<file path="config.mk">
export PLATFORM = sky130hd
export DESIGN_NAME = blm_divider
export DESIGN_NICKNAME = d
export VERILOG_FILES = /design/src/hdl/blm_pkg.sv /design/src/hdl/blm_divider.sv
export SDC_FILE = /design/constraint.sdc
export NUM_CORES = 1
export LEC_CHECK = 0
export ABC_AREA = 1
export BUFFER_PORTS_ARGS = -buffer_cell sky130_fd_sc_hd__buf_2
export CORE_MARGIN = 4
export CORE_UTILIZATION = 49
export CTS_BUF_LIST = sky130_fd_sc_hd__clkbuf_16
export DETAILED_ROUTE_END_ITERATION = 10
export MAX_ROUTING_LAYER = met4
export PLACE_DENSITY_LB_ADDON = 0.2
export REMOVE_ABC_BUFFERS = 1
export SYNTH_ARGS = -nofsm -noshare
export SYNTH_HDL_FRONTEND = slang
export SYNTH_SLANG_ARGS = --single-unit
</file>
<file path="constraint.sdc">
create_clock -name aclk -period 2.01 [get_ports aclk]
set_clock_uncertainty 0.2 [all_clocks]
set_input_delay 0.3015 -clock aclk [delete_from_list [all_inputs] [get_ports aclk]]
set_output_delay 0.3015 -clock aclk [all_outputs]
set_load 0.02 [all_outputs]
</file>
<file path="src/hdl/blm_pkg.sv">
// ============================================================================
// blm_pkg: shared types and constants for the Lucas binomial block
// Widths of the data path and the request and response bundles of the
// shared multi-cycle divider.
// ============================================================================
package blm_pkg;

    localparam int ARG_W   = 32;             // width of one argument
    localparam int RES_W   = 16;             // width of residues and the modulus
    localparam int DIV_CNT_W = $clog2(ARG_W); // divider step counter width

    typedef struct packed {
        logic             start;
        logic [ARG_W-1:0] dividend;
        logic [RES_W-1:0] divisor;
    } div_req_t;

    typedef struct packed {
        logic             done;
        logic [ARG_W-1:0] quotient;
        logic [RES_W-1:0] remainder;
    } div_rsp_t;

endpackage

</file>
<file path="src/hdl/blm_divider.sv">
// ============================================================================
// blm_divider: iterative restoring divider
// Divides a 32-bit value by a 16-bit divisor, one quotient bit per cycle.
// ============================================================================
module blm_divider (
    input  logic              aclk,
    input  logic              aresetn,
    input  blm_pkg::div_req_t req,
    output blm_pkg::div_rsp_t rsp
);

    logic [blm_pkg::ARG_W-1:0]     dq_reg;
    logic [blm_pkg::RES_W-1:0]     rem_reg;
    logic [blm_pkg::RES_W-1:0]     dvs_reg;
    logic [blm_pkg::DIV_CNT_W-1:0] cnt_reg;
    logic                          busy_reg;
    logic                          done_reg;
    logic [blm_pkg::RES_W:0]       rem_sh;
    logic                          fits;
    logic [blm_pkg::RES_W:0]       rem_new;

    // Shift in the next dividend bit and subtract the divisor when it fits.
    assign rem_sh  = {rem_reg, dq_reg[blm_pkg::ARG_W-1]};
    assign fits    = (rem_sh >= {1'b0, dvs_reg});
    assign rem_new = fits ? (rem_sh - {1'b0, dvs_reg}) : rem_sh;

    always_ff @(posedge aclk) begin
        if (!aresetn) begin
            busy_reg <= 1'b0;
            done_reg <= 1'b0;
            cnt_reg  <= '0;
        end else begin
            done_reg <= 1'b0;
            if (req.start) begin
                busy_reg <= 1'b1;
                cnt_reg  <= '0;
            end else if (busy_reg) begin
                cnt_reg <= cnt_reg + 1'b1;
                if (cnt_reg == blm_pkg::DIV_CNT_W'(blm_pkg::ARG_W - 1)) begin
                    busy_reg <= 1'b0;
                    done_reg <= 1'b1;
                end
            end
        end
    end

    always_ff @(posedge aclk) begin
        if (req.start) begin
            dq_reg  <= req.dividend;
            rem_reg <= '0;
            dvs_reg <= req.divisor;
        end else if (busy_reg) begin
            dq_reg  <= {dq_reg[blm_pkg::ARG_W-2:0], fits};
            rem_reg <= rem_new[blm_pkg::RES_W-1:0];
        end
    end

    assign rsp.done      = done_reg;
    assign rsp.quotient  = dq_reg;
    assign rsp.remainder = rem_reg;

endmodule

</file>
---- After elaboration in Yosys (flattened, before gate mapping) ----
Index checks and enable logic that the tools add are counted.
storage, ports and cells
  input bits .............................. 51
  output and inout port bits .............. 49
  register bits ........................... 71
  word-level logic and storage cells ...... 22
operators by class
  $add $sub $neg .......................... 2
  multiplexer cells ....................... 7
  bitwise gates (word level) .............. 2
  order comparisons ....................... 1
  reduce and logical (&&, ||, !) cells .... 3
  eq/ne operators ......................... 1
operator list
  cell                                                           number
  32-bit two-way mux                                             2
  17-bit by 16-bit >= comparator with 1-bit output               1
  16-bit two-way mux                                             1
  16-bit subtractor                                              1
  5-bit by 1-bit adder with 5-bit output, second input constant  1
  5-bit == test, second input constant                           1
  1-bit two-way mux                                              4
  3-bit OR reduction                                             1
  1-bit inverter                                                 2
  2-bit nonzero test                                             1
  2-bit OR reduction                                             1

---- Longest topological paths before layout ----
Gate-level depths: netlist of run 1.
  depth in word-level cells ............... 4
  depth in mapped cells ................... 15

---- Least setup slack after synthesis of run 1 ----
Ideal clock, no wire load.
  path kind ............................... input-to-reg
  start point ............................. in req[48] (netlist bit)
  end point ............................... reg dq_reg[0] (netlist bit) (enable)
  arrival time ............................ 1551 ps
  path buffers ............................ 2
  stages on the path ...................... 4
  data required time ...................... 1423 ps
  setup time .............................. 387 ps
  setup slack ............................. -127 ps
  cells stage by stage .................... clkbuf_1 -> nor2_1 -> clkbuf_1 -> inv_1
on the way
  longest elaborated chain between the ends .. 1
ends and longest elaborated chain
  what                          line               text
  from (decl)                   blm_divider.sv:8   input blm_pkg::div_req_t req,
  2-bit nonzero test (no line)  -
  to (signal assigned)          blm_divider.sv:49  dq_reg <= req.dividend;
  to (signal assigned)          blm_divider.sv:53  dq_reg <= {dq_reg[blm_pkg::ARG_W-2:0], fits};
  to (decl)                     blm_divider.sv:12  logic [blm_pkg::ARG_W-1:0] dq_reg;
Every way passes these cells.
A chain may end at the register's enable or synchronous reset.

---- Worst setup path after layout of run 1 ----
  start point ............................. reg dvs_reg[14] (netlist bit)
  end point ............................... reg rem_reg[0] (netlist bit)
on the way
  longest elaborated chain between the ends .. 2
ends and longest elaborated chain
  what                                              line               text
  from (decl)                                       blm_divider.sv:14  logic [blm_pkg::RES_W-1:0] dvs_reg;
  from (signal assigned)                            blm_divider.sv:51  dvs_reg <= req.divisor;
  17-bit by 16-bit >= comparator with 1-bit output  blm_divider.sv:24  assign fits = (rem_sh >= {1'b0, dvs_reg});
  16-bit two-way mux                                blm_divider.sv:25  assign rem_new = fits ? (rem_sh - {1'b0, dvs_reg}) : rem_sh;
  to (signal assigned)                              blm_divider.sv:54  rem_reg <= rem_new[blm_pkg::RES_W-1:0];
  to (decl)                                         blm_divider.sv:13  logic [blm_pkg::RES_W-1:0] rem_reg;
Every way passes these cells.

==> results of run 1 <==
==> kinds of logic after synthesis <==
group	synth area share
buffers and inverters	0.0956
adders and majority gates	0.0608
and+or+nand+nor	0.332
xor gates and xnor gates	0.0130
AOI/OAI and AO/OA	0.0270
DFF	0.472
==> cell usage after synthesis (all sizes together) <==
master	count
a31oi	1
a211oi	1
clkinv	1
ha	18
inv	81
nor3	4
xor2	1
nand4	4
and3	2
dfxtp	23
clkbuf	9
nand3	43
nand2	241
o21ai	3
buf	6
o21bai	1
edfxtp	48
nor2	15
o21a	1
a21oi	13
xnor2	5
nand3b	3
nor3b	1
fa	1
or2	1
==> worst register-to-register path: stages (launching register included) <==
cell and delay, ns:
edfxtp_1 0.34, inv_2 0.05, ha_4 0.28, buf_6 0.12
nand3_2 0.10, nor2_1 0.16, nand3_2 0.10, nand2_2 0.09
nor2_4 0.06, buf_6 0.14, nand2_8 0.13, nand2_2 0.08
nand3_1 0.11, nand2_1 0.07
==> how the worst max path moves through the flow <==
stage / from / end / slack, ns / cells after the start
global placement: dq_reg[31]$_DFFE_PP_ / rem_reg[12]$_SDFFE_PP0P_ / -0.05 / 11
CTS: dvs_reg[15]$_DFFE_PP_ / rem_reg[7]$_SDFFE_PP0P_ / -0.004 / 13
floorplan: busy_reg$_SDFF_PN0_ / dq_reg[0]$_DFFE_PP_ / -0.17 / 2
detailed placement: dq_reg[31]$_DFFE_PP_ / rem_reg[14]$_SDFFE_PP0P_ / -0.09 / 13
finish: dvs_reg[14]$_DFFE_PP_ / rem_reg[0]$_SDFFE_PP0P_ / -0.11 / 13
global route: dvs_reg[7]$_DFFE_PP_ / rem_reg[13]$_SDFFE_PP0P_ / -0.23 / 13
==> what timing repair did <==
item / 4_1_cts / 5_1_grt
pin swaps: 6 / 19
endpoints found under the setup margin: 17 / 17
hold buffers: 16 / 0
buffers inserted: 8 / 9
gates cloned: 3 / 0
gates resized for setup: 39 / 65
hold endpoints to repair: 16 / 0
==> power groups by stage <==
stage / Sequential [mW] / Combinational (mW) / Clock [mW]
after global placement: 1.76 / 0.567 / 0
after CTS: 1.73 / 0.648 / 1.55
after detailed placement: 1.75 / 0.583 / 0
after floorplan: 1.84 / 0.233 / 0
final: 1.73 / 0.717 / 1.52
after global routing: 1.75 / 0.777 / 1.61
==> routing by layer <==
metal / global-route usage / routed length, um / share of wire
met1: 0.298 / 4800 / 0.40
met2: 0.411 / 6210 / 0.51
met4: 0.0798 / 277 / 0.023
met5: - / 0 / 0
met3: 0.0396 / 832 / 0.069
==> area by class of cell <==
class / count / area (sq um)
tap: 102 / 128
clock inverter: 7 / 55.1
fill: 565 / 1760
sequential: 71 / 1900
inverter: 82 / 308
timing repair buffer: 184 / 1310
clock buffer: 9 / 225
multi-input combinational: 360 / 2170
==> through the flow <==
stage	cells	setup TNS (ns)	hold slack [ns]
2_1_floorplan	512	-6.30	0.200
3_3_place_gp	764	-0.344	0.245
6_report	815	-0.784	0.0252
4_1_cts	807	-0.00493	0.0237
5_1_grt	815	-2.30	0.0270
3_5_place_dp	764	-0.482	0.262
==> qor_table.md, run 1 <==
| Metric | This run |
| --- | --- |
| Layout cells sized above 1 | 0.394 |
| Top area cells in the synthesized netlist | edfxtp_1 36%, nand2_1 22%, dfxtp_1 11% |
| Setup slack of the critical path after layout | -0.115 ns |
| Total routed wirelength | 12.1 mm |
| Path type of the worst setup path | reg2reg |
| Setup slack on the worst flop-to-flop path | -0.11 ns |
| Synthesized area per cell | 7.65 sq um |
| Gpl congestion | 0.933 |
| Post-placement setup slack | -0.0896 ns |
| Number of clock sinks seen by CTS | 71 |
| Cell Rows | 32 |
| Largest stage delay, worst path | 0.34 ns |
| Root Driver | clkbuf_16 |
| Relative contribution of the clock network to total power | 0.383 |
| Total CTS buffers | 9 |
| Cell area after synthesis | 4030 sq um |
| Netlist cell types | 34 |
| Maximum number of pins on one net before global-route repair | 46 |
| Diode insertion count for antenna repair | 0 |
| Cell taking the most area after synthesis | edfxtp_1 |
| Bufs on Longest Clock Path | 2 |
| Category of the worst setup path capture point | flip-flop |
| Share of synthesized area occupied by flip-flops and latches | 0.472 |
| Commonest non-fill, non-tap cell in the layout | nand2_1 |
| Pins Over Slew Limit | 0 |
| Routed length per instance | 14.9 um |
| Maximum capacitance violations | 0 |
| Final Hold Vio Count | 0 |
| Cells along the critical path | inv_2, ha_4, buf_6, nand3_2, nor2_1, nand3_2, nand2_2, nor2_4, buf_6, nand2_8, nand2_2, nand3_1, nand2_1 |
| DRT antenna net count | 0 |
| Clock transition at path regs | 0.06 ns |
| Worst min-delay path category | in2reg |
| First-pass GRT wire length | 18.7 mm |
| Core Region | 7850 sq um |
| Number of instances in the synthesized netlist | 527 |
| Power per cell area | 653 nW/um^2 |
| Most used cells in the layout excluding fill and tap cells | 201 x nand2_1, 99 x buf_2, 63 x inv_1 |
| Post-Layout Inst Area | 6090 sq um |
| Measured slew at the worst slew-check pin | 0.336 ns |
| TritonCTS clock tree | built |
| # DRC | 0 |
| Yosys synthesis warning count | 0 |
| Nature of the critical path startpoint | flip-flop |
| Achievable clock frequency | 0.471 GHz |
| Minimum period implied by the final worst setup slack | 2.12 ns |
| Source-to-sink clock delay at the later pin of the worst-skew pair | 0.33 ns |
| Vias after detailed routing | 4103 |
| Internal power of the cells | 2.83 mW |
| Capturing point of the worst reg2reg path | rem_reg[0]$_SDFFE_PP0P_ |
| Hold EP | busy_reg$_SDFF_PN0_ |
| Die boundary height | 98.7 um |
| Violation count after the first detailed-route iteration | 234 |
| Category of cells accounting for the largest share of critical-path delay | simple AND/OR/NAND/NOR gates |
| IO Port Bufs | 99 |
| Grt total ovfl | 0 |
| Cells on Worst Hold Path | 3 |
| Final core utilization | 0.776 |
| Area of the die | 9740 sq um |
| Synth Register Bits | 71 |
| Area share of the largest cell type after synthesis | 0.358 |
| Number of antenna violations at the first check in global routing | 0 |
| Static power due to leakage | 3.20 nW |
| Total number of nets in the final design | 778 |
| Largest fanout on the critical path | 8 |
| Number of endpoints failing setup at the final stage | 17 |
| Starting Density | 0.514 |
| Design Power | 3.98 mW |
| Final HPWL DP | 7.45 mm |
| R2R depth | 13 |
| H-tree depth | 3 |
| Largest register FFs | 32 |
| Synthesis-to-layout area growth | 51.1% |
| Setup repair after global routing missed its margin | yes |
| Area after DPL | 5010 sq um |
| Maximum resistive drop on vdd | 532 uV |
| DIE WIDTH | 98.7 um |
| Overall routing resource usage | 0.243 |
| Status | finished, violations left |
| Combinational cell fraction of total power | 0.180 |
| Proportion of power drawn by flip-flops and latches | 0.436 |
| Data required time at the worst endpoint | 2.03 ns |
| Failing checks | setup timing |
| Number of ports placed on the die boundary | 100 |
| Switch Pwr | 1.15 mW |
| Fin crit share | 1.06 |
| Buffer and inverter count on the worst path | 3 |
| Number of vias per cell | 5.03 |
| Detailed-routing iteration count for the pre-antenna-repair pass | 5 |
| Crit path arrival time | 2.15 ns |
| Start point of the worst min-delay path | aresetn |
| Switching part of the total | 0.288 |
| Critical Path Slowest Stage Cell | edfxtp_1 |
| Worst reg2reg startpoint | dvs_reg[14]$_DFFE_PP_ |
| Relative slew margins | 0.776 |
| Via count of the first global-routing pass | 4097 |
No activity file was read; power rests on OpenSTA's default activity.
==> run 2, diff against run 1 <==
==> constraint.sdc (replaced) <==
create_clock -name aclk -period 2.01 [get_ports aclk]
set_clock_uncertainty 0.2 [all_clocks]
set_input_delay 0.402 -clock aclk [delete_from_list [all_inputs] [get_ports aclk]]
set_output_delay 0.402 -clock aclk [all_outputs]
set_load 0.02 [all_outputs]
==> run 2 against run 1 <==
Effect of this change:
- the run still ends with setup timing left
- count of clock-buffer cells in the layout unchanged
- hold slack better by 0.018 ns
- sequential power about the same
- die area unchanged
- combinational power shrank 6.3%
- routed wire length decreased by 4.3%
- largest power group unchanged
- first-iteration DRC count shrank 28%
- cell count is 2.2% lower
- non-clock buffer count decreased by 18
==> qor_table.md, run 2 (synthesis results as in run 1) <==
| Metric | This run | Delta |
| --- | --- | --- |
| Status | finished, violations left |  |
| Failing checks | setup timing |  |
| Setup slack of the critical path after layout | -0.0722 ns | +0.0426 ns |
| Busiest layer in global routing | met2 |  |
| Grt total ovfl | 0 | unchanged |
| DIE WIDTH | 98.7 um | unchanged |
| Pins Over Slew Limit | 0 | unchanged |
| Capturing point of the worst reg2reg path | rem_reg[3]$_SDFFE_PP0P_ |  |
| H-tree depth | 3 | unchanged |
| Relative slew margins | 0.778 | +0.00202 |
| Number of antenna violations at the first check in global routing | 0 | unchanged |
| Cells on Worst Hold Path | 1 | -2 |
| Final HPWL DP | 7.45 mm | unchanged |
| GRT met3 Usage | 0.0502 | +0.0106 |
| Measured slew at the worst slew-check pin | 0.333 ns | -0.00303 ns |
| Static power due to leakage | 3.08 nW | -4.0% |
| Data required time at the worst endpoint | 2.09 ns | +0.06 ns |
| Count of hold buffers inserted by post-cts repair | 0 | -16 |
| Total CTS buffers | 9 | unchanged |
| Overall routing resource usage | 0.241 | -0.00269 |
| Nature of the critical path startpoint | flip-flop |  |
| Final Hold Vio Count | 0 | unchanged |
| Area after DPL | 5010 sq um | unchanged |
| Start point of the worst min-delay path | req[9] |  |
| Clock transition at path regs | 0.06 ns | about the same |
| Gpl congestion | 0.933 | unchanged |
| Total number of nets in the final design | 760 | -2.3% |
| Number of clock sinks seen by CTS | 71 | unchanged |
| Path type of the worst setup path | reg2reg |  |
| Root Driver | clkbuf_16 |  |
| # DRC | 0 | unchanged |
| R2R depth | 13 | unchanged |
| Routed length per instance | 14.5 um | -2.1% |
| Violation count after the first detailed-route iteration | 169 | -28% |
| Source-to-sink clock delay at the later pin of the worst-skew pair | 0.33 ns | about the same |
| Largest fanout on the critical path | 5 | -3 |
| Number of vias per cell | 4.94 | -1.9% |
| Die boundary height | 98.7 um | unchanged |
| Bufs on Longest Clock Path | 2 | unchanged |
| Number of endpoints failing setup at the final stage | 17 | unchanged |
| GR Util met2 | 0.401 | -0.0104 |
| TritonCTS clock tree | built |  |
| Crit path arrival time | 2.16 ns | about the same |
| Via count of the first global-routing pass | 4027 | -1.7% |
| Area of the die | 9740 sq um | unchanged |
| Commonest non-fill, non-tap cell in the layout | nand2_1 |  |
| DRT antenna net count | 0 | unchanged |
| First-pass GRT wire length | 18.4 mm | -1.8% |
| Diode insertion count for antenna repair | 0 | unchanged |
| Post-Layout Inst Area | 5860 sq um | -3.8% |
| Maximum capacitance violations | 0 | unchanged |
| Worst reg2reg startpoint | dvs_reg[15]$_DFFE_PP_ |  |
| Starting Density | 0.514 | unchanged |
| Core Region | 7850 sq um | unchanged |
| IO Port Bufs | 99 | unchanged |
| Total routed wirelength | 11.6 mm | -4.3% |
| Synthesis-to-layout area growth | 45.4% |  |
| Maximum resistive drop on vdd | 532 uV | about the same |
| Detailed-routing iteration count for the pre-antenna-repair pass | 4 | -1 |
| Setup slack on the worst flop-to-flop path | -0.07 ns | +0.04 ns |
| Number of ports placed on the die boundary | 100 | unchanged |
| Achievable clock frequency | 0.480 GHz | +2.0% |
| Setup repair after global routing missed its margin | yes |  |
| Worst min-delay path category | in2reg |  |
| Total Neg Setup Slack | -0.939 ns | -0.156 ns |
| Maximum number of pins on one net before global-route repair | 46 | unchanged |
| Power per cell area | 669 nW/um^2 | +2.5% |
| Met1 demand-to-capacity share in global routing | 0.297 | -0.00108 |
| Layout cells sized above 1 | 0.380 | -0.0143 |
| Cell Rows | 32 | unchanged |
| Largest register FFs | 32 | unchanged |
| Post-placement setup slack | -0.0896 ns | unchanged |
| Startpoint of the worst setup timing path | dvs_reg[15]$_DFFE_PP_ |  |
| Category of the worst setup path capture point | flip-flop |  |
| Vias after detailed routing | 3938 | -4.0% |
| Fin crit share | 1.04 | -0.0212 |
| Hold EP | dvs_reg[9]$_DFFE_PP_ |  |
| Minimum period implied by the final worst setup slack | 2.08 ns | -0.0426 ns |
| Most used cells in the layout excluding fill and tap cells | 215 x nand2_1, 99 x buf_2, 62 x inv_1 |  |
| Final core utilization | 0.747 | -0.0293 |
==> run 2: changes by cell type in the layout (fill, tap and decap cells not counted), moves of 2 or more <==
cell | before | now
dlygate4sd3_1 | 16 | 0
buf_4 | 56 | 53
nand2_4 | 6 | 4
nand2_2 | 33 | 20
buf_6 | 5 | 7
nor2_2 | 0 | 2
nor2_4 | 5 | 3
nand2_1 | 201 | 215
==> run 2: repair_timing <==
| action | CTS | global route |
|---|---|---|
| resized for setup | 39 | 49 |
| pin swaps | 6 | 22 |
| cloned | 3 | 0 |
| buffers inserted | 8 | 6 |
| setup endpoints to repair | 17 | 17 |
| hold endpoints to repair | 0 | 0 |
==> run 2: area by class of cell <==
class / instances / area, sq um
tap: 102 / 128
multi-input combinational: 360 / 2120
clock buffer: 9 / 225
clock inverter: 7 / 55.1
inverter: 82 / 308
sequential: 71 / 1900
fill: 591 / 1990
timing repair buffer: 166 / 1130
==> run 2: how the worst max path moves through the flow <==
stage               slack (ns)                  endpoint  depth (start not counted)
global route             -0.18   rem_reg[5]$_SDFFE_PP0P_                         13
finish                   -0.07   rem_reg[3]$_SDFFE_PP0P_                         13
global placement         -0.05  rem_reg[12]$_SDFFE_PP0P_                         11
detailed placement       -0.09  rem_reg[14]$_SDFFE_PP0P_                         13
CTS                     -0.004   rem_reg[7]$_SDFFE_PP0P_                         13
floorplan                -0.21       dq_reg[0]$_DFFE_PP_                          2
==> run 2: stage by stage <==
stage / power (mW) / hold slack [ns] / std cells
2_1_floorplan: 2.07 / 0.234 / 512
3_3_place_gp: 2.32 / 0.245 / 764
3_5_place_dp: 2.34 / 0.262 / 764
4_1_cts: 3.90 / 0.0352 / 791
5_1_grt: 4.09 / 0.0316 / 797
6_report: 3.92 / 0.0431 / 797
==> run 2: per-layer routing <==
| metal | part of all wire | up-vias |
|---|---|---|
| li1 | - | 1979 |
| met1 | 0.40 | 1797 |
| met2 | 0.51 | 142 |
| met3 | 0.072 | 20 |
| met4 | 0.016 | 0 |
| met5 | 0 | - |
==> run 2: worst max-delay path: stages (launching register included) <==
cell and delay, ns:
edfxtp_1 0.34, inv_2 0.04, ha_4 0.26, inv_2 0.04, or2_4 0.28, nor2_2 0.12
nand3_2 0.10, nand2_2 0.10, nor2_4 0.06, buf_12 0.14, buf_12 0.12, nand3_1 0.07
nand3_2 0.09, nand2_1 0.07
==> run 2: power by group <==
part	total (mW)	internal, mW	switching, mW
clock network	1.52	0.849	0.668
logic	0.672	0.274	0.397
registers	1.73	1.68	0.0529
==> run 3, diff against run 2 <==
--- a/config.mk
+++ b/config.mk
@@ -8,7 +8,7 @@
 export ABC_AREA = 1
 export BUFFER_PORTS_ARGS = -buffer_cell sky130_fd_sc_hd__buf_2
 export CORE_MARGIN = 4
-export CORE_UTILIZATION = 49
+export CORE_UTILIZATION = 25
 export CTS_BUF_LIST = sky130_fd_sc_hd__clkbuf_16
 export DETAILED_ROUTE_END_ITERATION = 10
 export MAX_ROUTING_LAYER = met4
==> constraint.sdc (replaced) <==
create_clock -name aclk -period 2.6 [get_ports aclk]
set_clock_uncertainty 0.2 [all_clocks]
set_input_delay 0.52 -clock aclk [delete_from_list [all_inputs] [get_ports aclk]]
set_output_delay 0.52 -clock aclk [all_outputs]
set_load 0.02 [all_outputs]
==> run 3 against run 2 <==
Effect of this change:
- the run now ends clean
- global-route usage down 11 points
- critical endpoint is now rem_reg[2]$_SDFFE_PP0P_
- largest cell class is now flip-flops and latches
- sequential power down 23%
- sequential share of layout area up 5.0 points
- worst setup slack better by 0.41 ns
- critical path depth down 4
- die area up 87%
- combinational power down 40%
- total power down 24%
- highest routed layer unchanged
- fmax down 7.8%
- sequential cell count unchanged
==> qor_table.md, run 3 (synthesis results as in run 1) <==
| Metric | This run | Delta |
| --- | --- | --- |
| Status | finished, final reports clean |  |
| Total CTS buffers | 9 | unchanged |
| Achievable clock frequency | 0.443 GHz | -7.8% |
| Total routed wirelength | 10.8 mm | -6.5% |
| Non-filler instance count after layout | 852 | +6.9% |
| H-tree depth | 3 | unchanged |
| Cell Rows | 46 | +44% |
| Grt total ovfl | 0 | unchanged |
| Synthesis-to-layout area growth | 25.9% |  |
| Maximum resistive drop on vdd | 434 uV | -18% |
| Violation count after the first detailed-route iteration | 189 | +12% |
| Gpl congestion | 0.853 | -8.5% |
| Total Neg Setup Slack | 0 ns | +0.939 ns |
| Post-Layout Inst Area | 5080 sq um | -13% |
| Maximum capacitance violations | 0 | unchanged |
| Final Hold Vio Count | 0 | unchanged |
| Worst min-delay path category | in2reg |  |
| Vias after detailed routing | 3552 | -9.8% |
| Via count of the first global-routing pass | 3628 | -9.9% |
| Minimum period implied by the final worst setup slack | 2.26 ns | +0.176 ns |
| Pins Over Slew Limit | 0 | unchanged |
| Area after DPL | 4790 sq um | -4.4% |
| Largest fanout on the critical path | 18 | +13 |
| Uppermost metal layer occupied by signal nets | met4 |  |
| Routed met1 length | 5.11 mm | +9.6% |
| Total number of nets in the final design | 701 | -7.8% |
| Static power due to leakage | 2.73 nW | -11% |
| Category of the worst setup path capture point | flip-flop |  |
| Commonest non-fill, non-tap cell in the layout | nand2_1 |  |
| Maximum number of pins on one net before global-route repair | 34 | -26% |
| DIE WIDTH | 135 um | +37% |
| Sequential Area | 1900 sq um | about the same |
| TritonCTS clock tree | built |  |
| IO Port Bufs | 99 | unchanged |
| Setup repair after global routing missed its margin | no |  |
| Count of hold buffers inserted by post-cts repair | 0 | unchanged |
| Clock transition at path regs | 0.06 ns | about the same |
| Die boundary height | 135 um | +37% |
| Starting Density | 0.255 | -0.259 |
| Nature of the critical path startpoint | flip-flop |  |
| Fill count | 1733 | +190% |
| Area of the multi-input gates | 1740 sq um | -18% |
| Number of endpoints failing setup at the final stage | 0 | -17 |
| Number of ports placed on the die boundary | 100 | unchanged |
| Detailed-routing iteration count for the pre-antenna-repair pass | 5 | +1 |
| Bufs on Longest Clock Path | 2 | unchanged |
| Crit path arrival time | 2.29 ns | +0.13 ns |
| Overall routing resource usage | 0.127 | -0.113 |
| Fin crit share | 0.869 | -0.167 |
| Most used cells in the layout excluding fill and tap cells | 234 x nand2_1, 99 x buf_2, 79 x inv_1 |  |
| Largest register FFs | 32 | unchanged |
| Layout cells sized above 1 | 0.215 | -0.164 |
| # DRC | 0 | unchanged |
| Number of antenna violations at the first check in global routing | 0 | unchanged |
| Final core utilization | 0.321 | -0.426 |
| Data required time at the worst endpoint | 2.63 ns | +0.54 ns |
| Routed length per instance | 12.7 um | -12% |
| Core Region | 15800 sq um | +100% |
| Detail Route met2 WL | 4.91 mm | -17% |
| Source-to-sink clock delay at the later pin of the worst-skew pair | 0.34 ns | about the same |
| Number of vias per cell | 4.17 | -16% |
| First-pass GRT wire length | 17.8 mm | -3.2% |
| Root Driver | clkbuf_16 |  |
| Number of clock sinks seen by CTS | 71 | unchanged |
| Resized cells post-CTS | 0 | -100% |
| Power per cell area | 585 nW/um^2 | -13% |
| Area of the die | 18200 sq um | +87% |
| Total instance count after detailed placement | 836 | +9.4% |
| Setup slack on the worst flop-to-flop path | 0.34 ns | +0.41 ns |
| Path type of the worst setup path | reg2reg |  |
| Hold_ws | 0.155 ns | +0.111 ns |
| Final HPWL DP | 8.08 mm | +8.4% |
| Relative slew margins | 0.711 | -0.0668 |
| DRT antenna net count | 0 | unchanged |
| Post-CTS repair timing setup buffer count | 0 | -8 |
| Met3 layer wire length in the routed design | 708 um | -15% |
| Diode insertion count for antenna repair | 0 | unchanged |
| Measured slew at the worst slew-check pin | 0.433 ns | +0.100 ns |
[run 3: power breakdown]
group	switching (mW)	total, mW	internal (mW)
combinational	0.264	0.406	0.142
clock	0.493	1.23	0.734
sequential	0.0374	1.34	1.30
[run 3: worst max-delay path, cell delays in order (launching register included)]
cell	delay [ns]
edfxtp_1	0.33
inv_1	0.05
ha_1	0.37
nand2_1	0.23
nor3_4	0.27
nand2_4	0.20
nand2_4	0.26
nand2_1	0.11
nand3_1	0.09
nand2_1	0.05
[run 3: path summary, 6_finish.rpt]
| check | start | endpoint | depth (start not counted) |
|---|---|---|---|
| setup reg to reg | dvs_reg[14]$_DFFE_PP_ | rem_reg[2]$_SDFFE_PP0P_ | 9 |
| setup / recovery | dvs_reg[14]$_DFFE_PP_ | rem_reg[2]$_SDFFE_PP0P_ | 9 |
| hold reg to reg | cnt_reg[4]$_SDFFE_PP0P_ | cnt_reg[4]$_SDFFE_PP0P_ | 2 |
| hold / removal | req[9] | dvs_reg[9]$_DFFE_PP_ | 1 |
[run 3: per-layer routing]
| layer | up-vias | track usage |
|---|---|---|
| met3 | 11 | 0.0462 |
| met5 | - | - |
| met2 | 93 | 0.201 |
| met1 | 1594 | 0.157 |
| li1 | 1854 | - |
| met4 | 0 | 0.0302 |
[run 3: layout make-up]
type / instances / share of cell area
tap: 216 / 0.0532
clock inverter: 7 / 0.0128
timing repair buffer: 108 / 0.111
multi-input combinational: 359 / 0.344
inverter: 82 / 0.0606
clock buffer: 9 / 0.0444
sequential: 71 / 0.375
[run 3: stage by stage]
| stage | setup WS (ns) | total power, mW |
|---|---|---|
| final | 0.342 | 2.97 |
| after global routing | 0.150 | 3.11 |
| after CTS | 0.333 | 3.03 |
| after detailed placement | 0.350 | 1.77 |
| after global placement | 0.367 | 1.77 |
| after floorplan | 0.266 | 1.60 |
